--- src/hdl/brf_pkg.sv ---
// Shared types, codes and constants for the bilinear resize block.
`timescale 1ns / 1ps

package brf_pkg;

    // Default sizes handed to the top level parameters.
    localparam int DEF_MAX_WIDTH   = 256;
    localparam int DEF_MAX_HEIGHT  = 256;
    localparam int DEF_SAMPLE_BITS = 16;

    // Configuration registers.
    localparam int CFG_BITS     = 9;
    localparam int CFG_IDX_BITS = 3;
    localparam logic [CFG_IDX_BITS-1:0] REG_IN_WIDTH   = CFG_IDX_BITS'(0);
    localparam logic [CFG_IDX_BITS-1:0] REG_IN_HEIGHT  = CFG_IDX_BITS'(1);
    localparam logic [CFG_IDX_BITS-1:0] REG_OUT_WIDTH  = CFG_IDX_BITS'(2);
    localparam logic [CFG_IDX_BITS-1:0] REG_OUT_HEIGHT = CFG_IDX_BITS'(3);
    localparam logic [CFG_BITS-1:0] CFG_RESET   = CFG_BITS'(256);
    localparam logic [CFG_BITS-1:0] MIN_IN_SIZE = CFG_BITS'(2);

    // Item kinds carried in tuser bit 0.
    localparam logic OP_LOAD    = 1'b0;
    localparam logic OP_COMPUTE = 1'b1;

    // Fixed-point geometry of the position and weight math.
    localparam int IDX_BITS    = 8;
    localparam int FRAC_BITS   = 16;
    localparam int WGT_BITS    = FRAC_BITS + 1;
    localparam int NUM_BITS    = 2 * CFG_BITS;
    localparam int QUOT_BITS   = CFG_BITS + FRAC_BITS;
    localparam int HALF_SHIFT  = FRAC_BITS - 1;
    localparam int DIV_STEPS   = QUOT_BITS;
    localparam int DIV_PRE     = QUOT_BITS - HALF_SHIFT;
    localparam int PROD_BITS   = 2 * FRAC_BITS + 1;
    localparam int ACC_FRAC    = 2 * FRAC_BITS;
    localparam logic [WGT_BITS-1:0] WGT_ONE = WGT_BITS'(1) << FRAC_BITS;

    typedef struct packed {
        logic                 start;
        logic [NUM_BITS-1:0]  num;
        logic [CFG_BITS-1:0]  den;
    } div_req_t;

    typedef struct packed {
        logic                 done;
        logic                 big;
        logic [QUOT_BITS-1:0] quot;
    } div_rsp_t;

    typedef struct packed {
        logic load_prod;
        logic acc_clear;
        logic acc_add;
    } mac_ctl_t;

endpackage

--- src/hdl/brf_div.sv ---
// Restoring divider, one quotient bit per cycle, for the Q16 source position.
`timescale 1ns / 1ps

module brf_div (
    input  logic              clk,
    input  logic              rst_n,
    input  brf_pkg::div_req_t req,
    output brf_pkg::div_rsp_t rsp
);

    localparam int CNT_BITS = $clog2(brf_pkg::DIV_STEPS + 1);
    localparam int QB = brf_pkg::QUOT_BITS;
    localparam int CB = brf_pkg::CFG_BITS;
    localparam int NB = brf_pkg::NUM_BITS;
    localparam int PB = brf_pkg::DIV_PRE;

    logic                busy_reg, busy_next;
    logic                done_reg, done_next;
    logic [CNT_BITS-1:0] cnt_reg, cnt_next;
    logic                big_reg, big_next;
    logic [CB-1:0]       rem_reg, rem_next;
    logic [QB-1:0]       sh_reg, sh_next;
    logic [CB:0]         trial;
    logic                fits;

    // The dividend is num * 2^15. Its top bits never produce a quotient bit
    // when the quotient stays below 2^25, so they seed the remainder.
    always_comb
    begin
        busy_next = busy_reg;
        done_next = 1'b0;
        cnt_next  = cnt_reg;
        big_next  = big_reg;
        rem_next  = rem_reg;
        sh_next   = sh_reg;
        trial     = {rem_reg, sh_reg[QB-1]};
        fits      = trial >= {1'b0, req.den};
        if (req.start)
        begin
            busy_next = 1'b1;
            cnt_next  = CNT_BITS'(brf_pkg::DIV_STEPS);
            big_next  = {1'b0, req.num} >= {req.den, {PB{1'b0}}};
            rem_next  = CB'(req.num[NB-1:PB]);
            sh_next   = {req.num[PB-1:0], {(QB-PB){1'b0}}};
        end
        else if (busy_reg)
        begin
            rem_next = fits ? CB'(trial - {1'b0, req.den}) : trial[CB-1:0];
            sh_next  = {sh_reg[QB-2:0], fits};
            cnt_next = cnt_reg - CNT_BITS'(1);
            if (cnt_reg == CNT_BITS'(1))
            begin
                busy_next = 1'b0;
                done_next = 1'b1;
            end
        end
    end

    always_ff @(posedge clk or negedge rst_n)
    begin
        if (!rst_n)
        begin
            busy_reg <= 1'b0;
            done_reg <= 1'b0;
            cnt_reg  <= '0;
        end
        else
        begin
            busy_reg <= busy_next;
            done_reg <= done_next;
            cnt_reg  <= cnt_next;
        end
    end

    always_ff @(posedge clk)
    begin
        big_reg <= big_next;
        rem_reg <= rem_next;
        sh_reg  <= sh_next;
    end

    assign rsp.done = done_reg;
    assign rsp.big  = big_reg;
    assign rsp.quot = sh_reg;

endmodule

--- config.mk ---
export PLATFORM = sky130hd
export DESIGN_NAME = brf_div
export DESIGN_NICKNAME = d
export VERILOG_FILES = /design/src/hdl/brf_pkg.sv /design/src/hdl/brf_div.sv
export SDC_FILE = /design/constraint.sdc
export NUM_CORES = 1
export LEC_CHECK = 0
export BUFFER_PORTS_ARGS = -buffer_cell sky130_fd_sc_hd__buf_2
export CAP_MARGIN = 10
export CORE_MARGIN = 10
export CORE_UTILIZATION = 40
export DETAILED_ROUTE_END_ITERATION = 7
export PLACE_DENSITY = 0.67
export SYNTH_ARGS = -nofsm -noshare
export SYNTH_HDL_FRONTEND = slang
export SYNTH_SLANG_ARGS = --single-unit
--- constraint.sdc ---
create_clock -name clk -period 7.52 [get_ports clk]
set_clock_uncertainty 0.1 [all_clocks]
set_input_delay 0.376 -clock clk [delete_from_list [all_inputs] [get_ports clk]]
set_output_delay 0.376 -clock clk [all_outputs]
set_load 0.02 [all_outputs]
==> run metrics <==
top cell type's share of synthesized area 23.6%; CP bufs+invs 2; via count ~1,900; reg2reg path depth 9; Placed Area 2760 um2; most frequent cells in the layout buf_2, nor2_1, ha_1, edfxtp_1, dfxtp_1; Die H about 98 um; share of cells above drive strength 1 26.8%; Clock transition at path regs 0.09 ns; PortBufs 56; Area Overhead vs Synth 17.9%; Slowest cell on crit path fa_1; crit share post-route 40.1%; CP max stage delay ~0.4 ns; placed insts 350; die area roughly 9600 um2; worst min-delay path startpoint req[19]; Hold Crit Depth 3; TNS Setup 0 ns; EDFF count, synth 19; clock sink count 42; Critical R2R Launch sh_reg[24]; crit path launch type flip-flop; Min-Delay Endpoint rem_reg[0]; flop2flop setup slack around 4.5 ns; cell row count 28; Initial Util 41.2%; mapped cell area 2420 um2; fin nets 333; I/O pins 57; Max-cap violations 0; fin crit period 3.01 ns; Lkg Pwr 1.40 nW; final max-slew violation count 0; Layout Utilization 48.5%; Synth Area per Inst 10.6 um2; Detail Route Antenna Nets 0; commonest non-fill, non-tap cell in the layout buf_2; Antenna Cells 0; Post-synth ARST share 16.7%; top cell type by total area after synthesis edfxtp_1; final hold slack 0.281 ns; CTS resizes 0; dominant cells by area after synthesis edfxtp_1, dfxtp_1, ha_1; vias per cell 5.28; fin area roughly 2900 um2; clock root buffer clkbuf_8; global-route wire length before repair between 9 and 10 mm; DP HPWL slightly above 4 mm; most used cell, CP inv_1; antenna violations before repair 0; GRT overflow 0; CP required between 7 and 8 ns; critical path's top delay family compound AO/OA/AOI/OAI gates; Fmax roughly 0.33 GHz; WS Path Type reg -> reg; cells after synthesis 229; worst hold path class in -> reg; max reg flops 25; Ys Warns 0; hold_buf cts 1; arrival time at the worst endpoint 2.97 ns; headroom to the max-slew limit between 60 and 70%; final setup fails 0; Clock Latency Late Sink 0.30 ns; status completed; Slew @ Worst Pin 0.540 ns; Post-synth top flop edfxtp_1; Routed WL per cell ~15 um; post-synth cell types 47; RSZ-0062 raised after global routing false; fillers 558; Max clock buf depth 2; Post-CTS Setup Inserts 0; Seq/Total Area, Yosys about 44%; Non-Filler Instances 359; Placer Congestion 0.831; Cell Chain, Critical Path inv_1, ha_1, inv_1, fa_1, a21o_1, a221oi_2, o311a_4, mux2_4, mux2_2; Crit Path Max Fanout 16; drt total wl 5.49 mm; crit end category flip-flop; Pwr Density about 260 nW/um2; vias in the first global route 1,971; 1st-iter DRT viols a little over 100; chip width 97.8 um; #FFs+latches synth 42; largest net degree at the start of global routing 56; reg2reg end rem_reg[1]; H-tree depth 2; detailed-route DRC error count 0; CTS Buf Count 5; Syn Nets 279; CORE AREA 5890 um2; Pre-antenna DRT Iters 4; VDD IR-drop max 0.144 mV; final hold violation count 0; All-Layer GR Usage 11.4%; CTS tree yes
cell families after synthesis:
group | after synthesis | share of synthesized area, %
simple gates | 63 | 13.5
buf+inv | 28 | 4.80
compound gates | 50 | 16.4
xor+xnor | 8 | 2.89
fa+ha+maj | 20 | 10.6
flops | 42 | 44.0
mux | 18 | 7.75
power by group:
group          internal, mW  leakage [nW]  switching [mW]
sequential            0.281         0.416          0.0223
clock                0.0656        0.0452          0.0797
combinational         0.141         0.936           0.165
metal layers:
layer	vias up	wire (um)	GRT usage, %
met5	-	0	0
met3	8	255	2.89
met1	894	2640	14.6
met4	0	91	4.25
li1	946	-	-
met2	46	2500	18.1
worst reg2reg max path, cell delays in order, from the launching register on:
cell and delay [ns]:
edfxtp_1 0.39, inv_1 0.09, ha_1 0.16, inv_1 0.07, fa_1 0.40, a21o_1 0.22, a221oi_2 0.40, o311a_4 0.37
mux2_4 0.32, mux2_2 0.25
cell type report:
type / count / area (um2) / area share [%]
Inverter: 15 / 56.3 / 1.97
Clock inverter: 2 / 13.8 / 0.482
Tap cell: 75 / 93.8 / 3.29
Timing Repair Buffer: 60 / 313 / 11.0
Clock buffer: 6 / 72.6 / 2.54
Multi-Input combinational cell: 159 / 1240 / 43.4
Sequential cell: 42 / 1070 / 37.3
synth_stat cells, types with 5 or more instances:
| master | n |
|---|---|
| edfxtp_1 | 19 |
| nor2b_1 | 7 |
| xor2_1 | 5 |
| nor2_1 | 21 |
| ha_1 | 19 |
| dfxtp_1 | 16 |
| inv_1 | 15 |
| clkbuf_1 | 7 |
| a22o_1 | 9 |
| o21ai_0 | 6 |
| mux2i_1 | 15 |
| a21o_1 | 6 |
| a21oi_1 | 5 |
| nand2_1 | 11 |
| dfrtp_1 | 7 |
| nor3_1 | 6 |
metrics by stage:
step	setup WS, ns	power (mW)
6_report	4.51	0.754
3_3_place_gp	4.56	0.606
4_1_cts	4.51	0.760
5_1_grt	4.39	0.810
2_1_floorplan	4.66	0.546
3_5_place_dp	4.51	0.610
how the worst max path moves through the flow:
| stage | cells after the start | end | from | slack, ns |
|---|---|---|---|---|
| finish | 9 | rem_reg[1] | sh_reg[24] | 4.51 |
| global route | 9 | rem_reg[1] | sh_reg[24] | 4.39 |
| CTS | 9 | rem_reg[1] | sh_reg[24] | 4.51 |
| detailed placement | 9 | rem_reg[1] | req[0] | 4.51 |
| global placement | 9 | rem_reg[1] | req[0] | 4.56 |
| floorplan | 9 | rem_reg[1] | sh_reg[24] | 4.66 |
No activity file was read; power rests on OpenSTA's default activity.
