### src/hdl/brf_pkg.sv
// Shared types, codes and constants for the bilinear resize block.
`timescale 1ns / 1ps

package brf_pkg;

    // Default sizes handed to the top level parameters.
    localparam int DEF_MAX_WIDTH   = 256;
    localparam int DEF_MAX_HEIGHT  = 256;
    localparam int DEF_SAMPLE_BITS = 16;

    // Configuration registers.
    localparam int CFG_BITS     = 9;
    localparam int CFG_IDX_BITS = 3;
    localparam logic [CFG_IDX_BITS-1:0] REG_IN_WIDTH   = CFG_IDX_BITS'(0);
    localparam logic [CFG_IDX_BITS-1:0] REG_IN_HEIGHT  = CFG_IDX_BITS'(1);
    localparam logic [CFG_IDX_BITS-1:0] REG_OUT_WIDTH  = CFG_IDX_BITS'(2);
    localparam logic [CFG_IDX_BITS-1:0] REG_OUT_HEIGHT = CFG_IDX_BITS'(3);
    localparam logic [CFG_BITS-1:0] CFG_RESET   = CFG_BITS'(256);
    localparam logic [CFG_BITS-1:0] MIN_IN_SIZE = CFG_BITS'(2);

    // Item kinds carried in tuser bit 0.
    localparam logic OP_LOAD    = 1'b0;
    localparam logic OP_COMPUTE = 1'b1;

    // Fixed-point geometry of the position and weight math.
    localparam int IDX_BITS    = 8;
    localparam int FRAC_BITS   = 16;
    localparam int WGT_BITS    = FRAC_BITS + 1;
    localparam int NUM_BITS    = 2 * CFG_BITS;
    localparam int QUOT_BITS   = CFG_BITS + FRAC_BITS;
    localparam int HALF_SHIFT  = FRAC_BITS - 1;
    localparam int DIV_STEPS   = QUOT_BITS;
    localparam int DIV_PRE     = QUOT_BITS - HALF_SHIFT;
    localparam int PROD_BITS   = 2 * FRAC_BITS + 1;
    localparam int ACC_FRAC    = 2 * FRAC_BITS;
    localparam logic [WGT_BITS-1:0] WGT_ONE = WGT_BITS'(1) << FRAC_BITS;

    typedef struct packed {
        logic                 start;
        logic [NUM_BITS-1:0]  num;
        logic [CFG_BITS-1:0]  den;
    } div_req_t;

    typedef struct packed {
        logic                 done;
        logic                 big;
        logic [QUOT_BITS-1:0] quot;
    } div_rsp_t;

    typedef struct packed {
        logic load_prod;
        logic acc_clear;
        logic acc_add;
    } mac_ctl_t;

endpackage

### src/hdl/brf_mac.sv
// Shared multiplier with a product register and a rounding accumulator.
`timescale 1ns / 1ps

module brf_mac #(
    parameter int SAMPLE_BITS = brf_pkg::DEF_SAMPLE_BITS
) (
    input  logic                                   clk,
    input  brf_pkg::mac_ctl_t                      ctl,
    input  logic [((SAMPLE_BITS > brf_pkg::WGT_BITS) ?
                   SAMPLE_BITS : brf_pkg::WGT_BITS)-1:0] a,
    input  logic [brf_pkg::PROD_BITS-1:0]          b,
    output logic [brf_pkg::PROD_BITS-1:0]          prod,
    output logic [SAMPLE_BITS+brf_pkg::ACC_FRAC-1:0] acc
);

    localparam int A_BITS   = (SAMPLE_BITS > brf_pkg::WGT_BITS) ?
                              SAMPLE_BITS : brf_pkg::WGT_BITS;
    localparam int P_BITS   = brf_pkg::PROD_BITS;
    localparam int F_BITS   = A_BITS + P_BITS;
    localparam int ACC_BITS = SAMPLE_BITS + brf_pkg::ACC_FRAC;

    logic [F_BITS-1:0]   full;
    logic [P_BITS-1:0]   prod_reg;
    logic [ACC_BITS-1:0] acc_reg;

    assign full = F_BITS'(a) * F_BITS'(b);

    // The accumulator starts at one half of the final LSB so that the
    // closing shift rounds half up.
    always_ff @(posedge clk)
    begin
        if (ctl.load_prod)
        begin
            prod_reg <= full[P_BITS-1:0];
        end
        if (ctl.acc_clear)
        begin
            acc_reg <= {{SAMPLE_BITS{1'b0}}, 1'b1, {(brf_pkg::ACC_FRAC-1){1'b0}}};
        end
        else if (ctl.acc_add)
        begin
            acc_reg <= acc_reg + full[ACC_BITS-1:0];
        end
    end

    assign prod = prod_reg;
    assign acc  = acc_reg;

endmodule

### config.mk
export PLATFORM = sky130hd
export DESIGN_NAME = brf_mac
export DESIGN_NICKNAME = d
export VERILOG_FILES = /design/src/hdl/brf_pkg.sv /design/src/hdl/brf_mac.sv
export SDC_FILE = /design/constraint.sdc
export NUM_CORES = 1
export LEC_CHECK = 0
export ABC_AREA = 1
export BUFFER_PORTS_ARGS = -buffer_cell sky130_fd_sc_hd__buf_2
export CAP_MARGIN = 20
export CORE_MARGIN = 8
export CORE_UTILIZATION = 40
export CTS_BUF_LIST = sky130_fd_sc_hd__clkbuf_16
export CTS_CLUSTER_SIZE = 24
export DETAILED_ROUTE_END_ITERATION = 8
export GPL_ROUTABILITY_DRIVEN = 0
export SLEW_MARGIN = 25
export SYNTH_ARGS = -nofsm -noshare
export SYNTH_HDL_FRONTEND = slang
export SYNTH_SLANG_ARGS = --single-unit
### constraint.sdc
create_clock -name clk -period 11.7 [get_ports clk]
set_input_delay 0.585 -clock clk [delete_from_list [all_inputs] [get_ports clk]]
set_output_delay 0.585 -clock clk [all_outputs]
set_load 0.01 [all_outputs]
==> results of run 1 <==
## worst register-to-register path, delay by kind of cell (launching register included)
family | cells | cell delay, ps
XOR/XNOR | 1 | 180
AND/OR/NAND/NOR | 4 | 610
flip-flops | 1 | 320
adder cells (fa/ha/maj) | 2 | 840
buffers and inverters | 2 | 200
AO/OA/AOI/OAI | 2 | 380
## cell families (layout without fill, tap and decap cells)
family | count (synthesis) | count (layout)
buffers and inverters | 1105 | 1108
other | 0 | 2
adders and majority gates | 626 | 626
xor gates and xnor gates | 60 | 60
DFF | 81 | 81
AOI/OAI and AO/OA | 280 | 280
and+or+nand+nor | 1289 | 1289
## how the worst min path moves through the flow
stage,slack [ps],startpoint,end,cells after the start
CTS,520,acc[20]$_SDFFE_PP0P_,acc[20]$_SDFFE_PP0P_,2
finish,520,acc[35]$_SDFFE_PP0P_,acc[35]$_SDFFE_PP0P_,2
global placement,500,acc[20]$_SDFFE_PP0P_,acc[20]$_SDFFE_PP0P_,2
global route,540,acc[20]$_SDFFE_PP0P_,acc[20]$_SDFFE_PP0P_,2
floorplan,540,acc[31]$_SDFFE_PP1P_,acc[31]$_SDFFE_PP1P_,2
detailed placement,510,acc[35]$_SDFFE_PP0P_,acc[35]$_SDFFE_PP0P_,2
## per-layer routing
metal  vias up  part of all wire, %
met1     10200                   44
met4         0                  2.6
met5         -                    0
met2       601                   48
met3        99                  5.2
li1       9915                    -
## cells in the final DEF, fill, tap and decap left out, drive strengths merged
cell type  synthesis  layout
inv              955     959
nand2            918     918
fa               464     464
nor2             255     255
ha               162     162
buf                8     137
a21oi            107     107
o21ai            102     102
nand3             72      72
dfxtp             48      48
xor2              36      36
edfxtp            33      33
xnor2             24      24
nand4             17      17
a31oi             16      16
o21bai            16      16
o211ai            13      13
nor3              12      12
a21o              10      10
clkbuf           142       9
nor4               9       9
a21boi             7       7
o21a               3       3
diode              0       2
nand3b             2       2
o221ai             2       2
bufinv             0       2
nand2b             1       1
a31o               1       1
o31ai              1       1
and3               1       1
a221oi             1       1
a311oi             1       1
and2               1       1
or2                1       1
clkinvlp           0       1
## layout make-up
class                           instances  area, µm²
Antenna cell                            2       5.00
Clock buffer                            9        225
Clock inverter                          7        105
Fill cell                            6413      35300
Inverter                              955       3580
Multi-Input combinational cell       2255      18600
Sequential cell                        81       1950
Tap cell                              790        988
Timing Repair Buffer                  137        693
## stage by stage
step | cells | worst slack, ps | util [%] | cell area (µm²)
final | 4236 | 3530 | 42.6 | 26100
after global routing | 4236 | 3090 | 42.6 | 26100
after CTS | 4234 | 3600 | 42.5 | 26100
after detailed placement | 4218 | 3270 | 42.0 | 25800
after global placement | 4218 | 3280 | 42.0 | 25800
after floorplan | 3441 | 4550 | - | 24700
==> results.txt, run 1 <==
Status - finished, final reports clean
Critical path class - primary input to flip-flop
CP Capture Point - acc[26]$_SDFFE_PP0P_
Drt drc - 0
Routed WL - 71.1 mm
Initial DRC Count - 1,386
Most frequent cell after synthesis - inv_1
Vias in the first global route - 21,600
Crit. End Element - flip-flop
Total number of vias - 20,800
Post-synth top flop - dfxtp_1
First drt pass iteration count - 5
CP peak stage delay - 700 ps
Buf/Inv on CP - 10
Met1 global-route usage - 28.1%
Share of layout cells above drive strength 1 - 5.72%
Syn nets - 4,121
H-tree levels - 3
DIE WIDTH - 264 µm
Met2 usage - 35.2%
Setup bufs post-CTS - 0
RR Startpoint - acc[0]$_SDFFE_PP0P_
MaxCap Viol Count - 0
Sequential share of the synthesized area - 7.91%
Mux cell area share after synthesis - 0%
Hold buffers post-CTS - 0
Synth top area cells - fa_1, inv_1, nand2_1
FFs w/ async S/R, synth - 0%
Crit path DAT - 8410 ps
Fin crit share - 69.8%
CP delay by family, top - adder cells
Clock Path Buffers - 2
Avg Vias per Cell - 4.92
Post-DR wirelength/cell - 16.8 µm
Reg2reg end - acc[22]$_SDFFE_PP0P_
Hold Violations, Final - 0
Post-synthesis compound-gate area fraction - 6.49%
First-pass GRT wire length - 117 mm
Core region area - 61,400 µm²
Post-CTS sizing - 0
Initial Utilization - 40.2%
Synth warnings - 0
XOR/XNOR Fraction of Synth Area - 2.13%
Critical Path Source - a[8]
WP depth - 33
Max Clock Skew - 10.9 ps
Busiest grt layer - met2
Setup-failing EPs final - 0
Initial antenna violation count - 3
Synth Register Bits - 81
Fmax - 0.122 GHz
Nets - 4,119
Post-synth top cells - inv_1, nand2_1, fa_1
Fin crit period - 8170 ps
Port bufs - 134
Slew Limit Fails - 0
Grt ovf - 0
Top cell type's share of synthesized area - 37.7%
Fin Hold WS - 522 ps
Critical Path Start Type - primary input
Hpwl dp - 59.8 mm
Reg-to-reg setup timing slack - 9060 ps
EDFF count, synth - 33
Die extent in y - 264 µm
Syn_area_per_cell - 7.17 µm²
Num CTS Buffers - 9
Simple-gate share of the synthesized area - 20.8%
Post-synthesis adder-cell area fraction - 45.9%
R2R cell count - 11
RSZ-0062 raised after global routing - false
Worst rel slew slack - 36.0%
Critical path's most frequent cell - inv_1
Antenna viol nets, final - 0
Post-synthesis instance total - 3,441
Largest net degree at the start of global routing - 72
Final TNS setup - 0 ps
Clock transition at path regs - 70 ps
Worst Max-Slew Pin Slew - 960 ps
Slowest CP cell - buf_2
Yosys cell types - 47
Hold Path Class - flip-flop to flip-flop
Largest register FFs - 48
Clk sinks - 81
Worst path required time - 11,940 ps
Clk root buf - clkbuf_16
Leading area contributor after synthesis - fa_1
Post-Synthesis Cell Area - 24,700 µm²
P&R area growth vs syn - 5.87%
GR Util met3 - 2.26%
Die area - 69,900 µm²
Num rows - 91
# IOs - 135
Critical Path Fanout Max - 33
CTS tree - built
Largest family of logic cells by synthesized area - adder cells
Clock Latency Late Sink - 350 ps
All-Layer GR Usage - 20.7%
Power of run 1 is not shown: default switching activity piles up to over one toggle a cycle in this logic, so the estimate is an artifact.
==> inputs of run 2 (changes only) <==
==> constraint.sdc (replaced) <==
create_clock -name clk -period 7.9 [get_ports clk]
set_input_delay 0.395 -clock clk [delete_from_list [all_inputs] [get_ports clk]]
set_output_delay 0.395 -clock clk [all_outputs]
set_load 0.01 [all_outputs]
==> results.txt, run 2 (synthesis results as in run 1) <==
Status - finished, final reports clean
Clock Latency Late Sink - 360 ps (about the same)
Critical Path Fanout Max - 17 (-48%)
HP Start - acc[11]$_SDFFE_PP0P_
Num rows - 91 (unchanged)
Worst Max-Slew Pin Slew - 1010 ps (+46.3 ps)
Fin crit period - 7550 ps
Antenna viol nets, final - 0 (unchanged)
All-Layer GR Usage - 21.0% (+0.28 points)
Clk root buf - clkbuf_16
Reg-to-reg setup timing slack - 5150 ps (-3910 ps)
WHS Path Cells - 2 (unchanged)
Crit. End Element - flip-flop
Avg Vias per Cell - 4.91 (-0.11%)
Slew Limit Fails - 0 (unchanged)
Initial DRC Count - 1,508 (+8.8%)
Initial Utilization - 40.2% (unchanged)
First drt pass iteration count - 5 (unchanged)
Setup-failing EPs final - 0 (unchanged)
Vias in the first global route - 22,100 (+2.6%)
Crit path DAT - 7810 ps (-600 ps)
First-pass GRT wire length - 118 mm (+0.99%)
Post-DR wirelength/cell - 16.7 µm (-0.41%)
Share of layout cells above drive strength 1 - 9.54% (+3.8 points)
Critical path class - primary input to flip-flop
Critical Path Start Type - primary input
RSZ-0062 raised after global routing - false
Slowest CP cell - fa_1
Endpoint, Worst Hold - acc[11]$_SDFFE_PP0P_
Num CTS Buffers - 9 (unchanged)
Core region area - 61,400 µm² (unchanged)
Grt ovf - 0 (unchanged)
Total number of vias - 21,500 (+3.3%)
Hpwl dp - 63.3 mm (+5.9%)
Max Clock Skew - 10.1 ps (-0.786 ps)
Worst rel slew slack - 32.8% (-3.2 points)
Die extent in y - 264 µm (unchanged)
Commonest non-fill, non-tap cells in the layout - inv_1, nand2_1, fa_1
Fin crit share - 95.5%
Largest net degree at the start of global routing - 73 (+1.4%)
Setup bufs post-CTS - 0 (unchanged)
Die area - 69,900 µm² (unchanged)
Final design utilization - 44.5% (+2.0 points)
RR Startpoint - acc[0]$_SDFFE_PP0P_
Clk sinks - 81 (unchanged)
Critical path's most frequent cell - inv_1
Fmax - 0.132 GHz
Clock transition at path regs - 70 ps (about the same)
Largest register FFs - 48 (unchanged)
Routed WL - 73.2 mm (+3.0%)
Hold Path Class - flip-flop to flip-flop
P&R area growth vs syn - 10.8%
R2R cell count - 11 (unchanged)
Clock Path Buffers - 2 (unchanged)
DIE WIDTH - 264 µm (unchanged)
Port bufs - 134 (unchanged)
CP peak stage delay - 570 ps (-130 ps)
Drt drc - 0 (unchanged)
# IOs - 135 (unchanged)
MaxCap Viol Count - 0 (unchanged)
CTS tree - built
Fillcell total - 6,282 (-2.0%)
Nets - 4,261 (+3.4%)
Most common cell after layout, fill and taps aside - inv_1
H-tree levels - 3 (unchanged)
Reg2reg end - acc[40]$_SDFFE_PP0P_
Hold buffers post-CTS - 0 (unchanged)
Final TNS setup - 0 ps (unchanged)
Worst path required time - 8160 ps (-3780 ps)
Hold Violations, Final - 0 (unchanged)
Initial antenna violation count - 4 (+1)
==> run 2: cell count changes in the layout (fill, tap and decap cells not counted), sizes merged <==
| cell | delta |
|---|---|
| buf | +133 |
| clkbuf | +9 |
| clkinv | +3 |
| clkinvlp | -1 |
| diode | +2 |
| inv | -2 |
==> run 2: how the worst max path moves through the flow <==
stage,startpoint,end,slack (ps)
global placement,a[2],acc[26]$_SDFFE_PP0P_,-90
finish,b[18],acc[40]$_SDFFE_PP0P_,350
global route,a[4],acc[35]$_SDFFE_PP0P_,20
CTS,a[2],acc[40]$_SDFFE_PP0P_,280
floorplan,b[14],acc[44]$_SDFFE_PP0P_,940
detailed placement,a[2],acc[40]$_SDFFE_PP0P_,-50
==> run 2: final cells by class <==
cell class                      instances  area [µm²]  share of cell area (%)
Inverter                              955        3580                    13.1
Sequential cell                        81        1950                    7.14
Antenna cell                            4        10.0                  0.0366
Timing Repair Buffer                  279        1880                    6.88
Clock buffer                            9         225                   0.824
Clock inverter                          7         111                   0.407
Tap cell                              790         988                    3.62
Multi-Input combinational cell       2255       18600                    68.0
==> run 2: critical path, delay by kind of cell <==
kind / cells / cell delay (ps)
fa+ha+maj: 8 / 3780
simple gates: 9 / 1620
buf+inv: 9 / 950
compound gates: 4 / 860
xor+xnor: 1 / 180
==> run 2: per-layer routing <==
| layer | up-vias | GRT usage [%] | routed length (µm) |
|---|---|---|---|
| li1 | 10200 | - | - |
| met1 | 10600 | 27.9 | 31800 |
| met2 | 607 | 35.8 | 35300 |
| met3 | 122 | 2.25 | 3690 |
| met4 | 0 | 6.75 | 2340 |
| met5 | - | 0 | 0 |
==> run 2: metrics by stage <==
| step | setup WS [ps] | area [µm²] | hold slack, ps | instances |
|---|---|---|---|---|
| after floorplan | 936 | 24700 | 507 | 3441 |
| after global placement | -87.0 | 26900 | 507 | 4360 |
| after detailed placement | -53.9 | 26900 | 517 | 4360 |
| after CTS | 285 | 27300 | 532 | 4376 |
| after global routing | 24.7 | 27300 | 572 | 4380 |
| final | 352 | 27300 | 540 | 4380 |
==> run 2: what timing repair did <==
action	in CTS	in global routing
resized for setup	0	14
endpoints found under the hold margin	0	0
endpoints found under the setup margin	0	16
Power of run 2 is left out for the same reason.
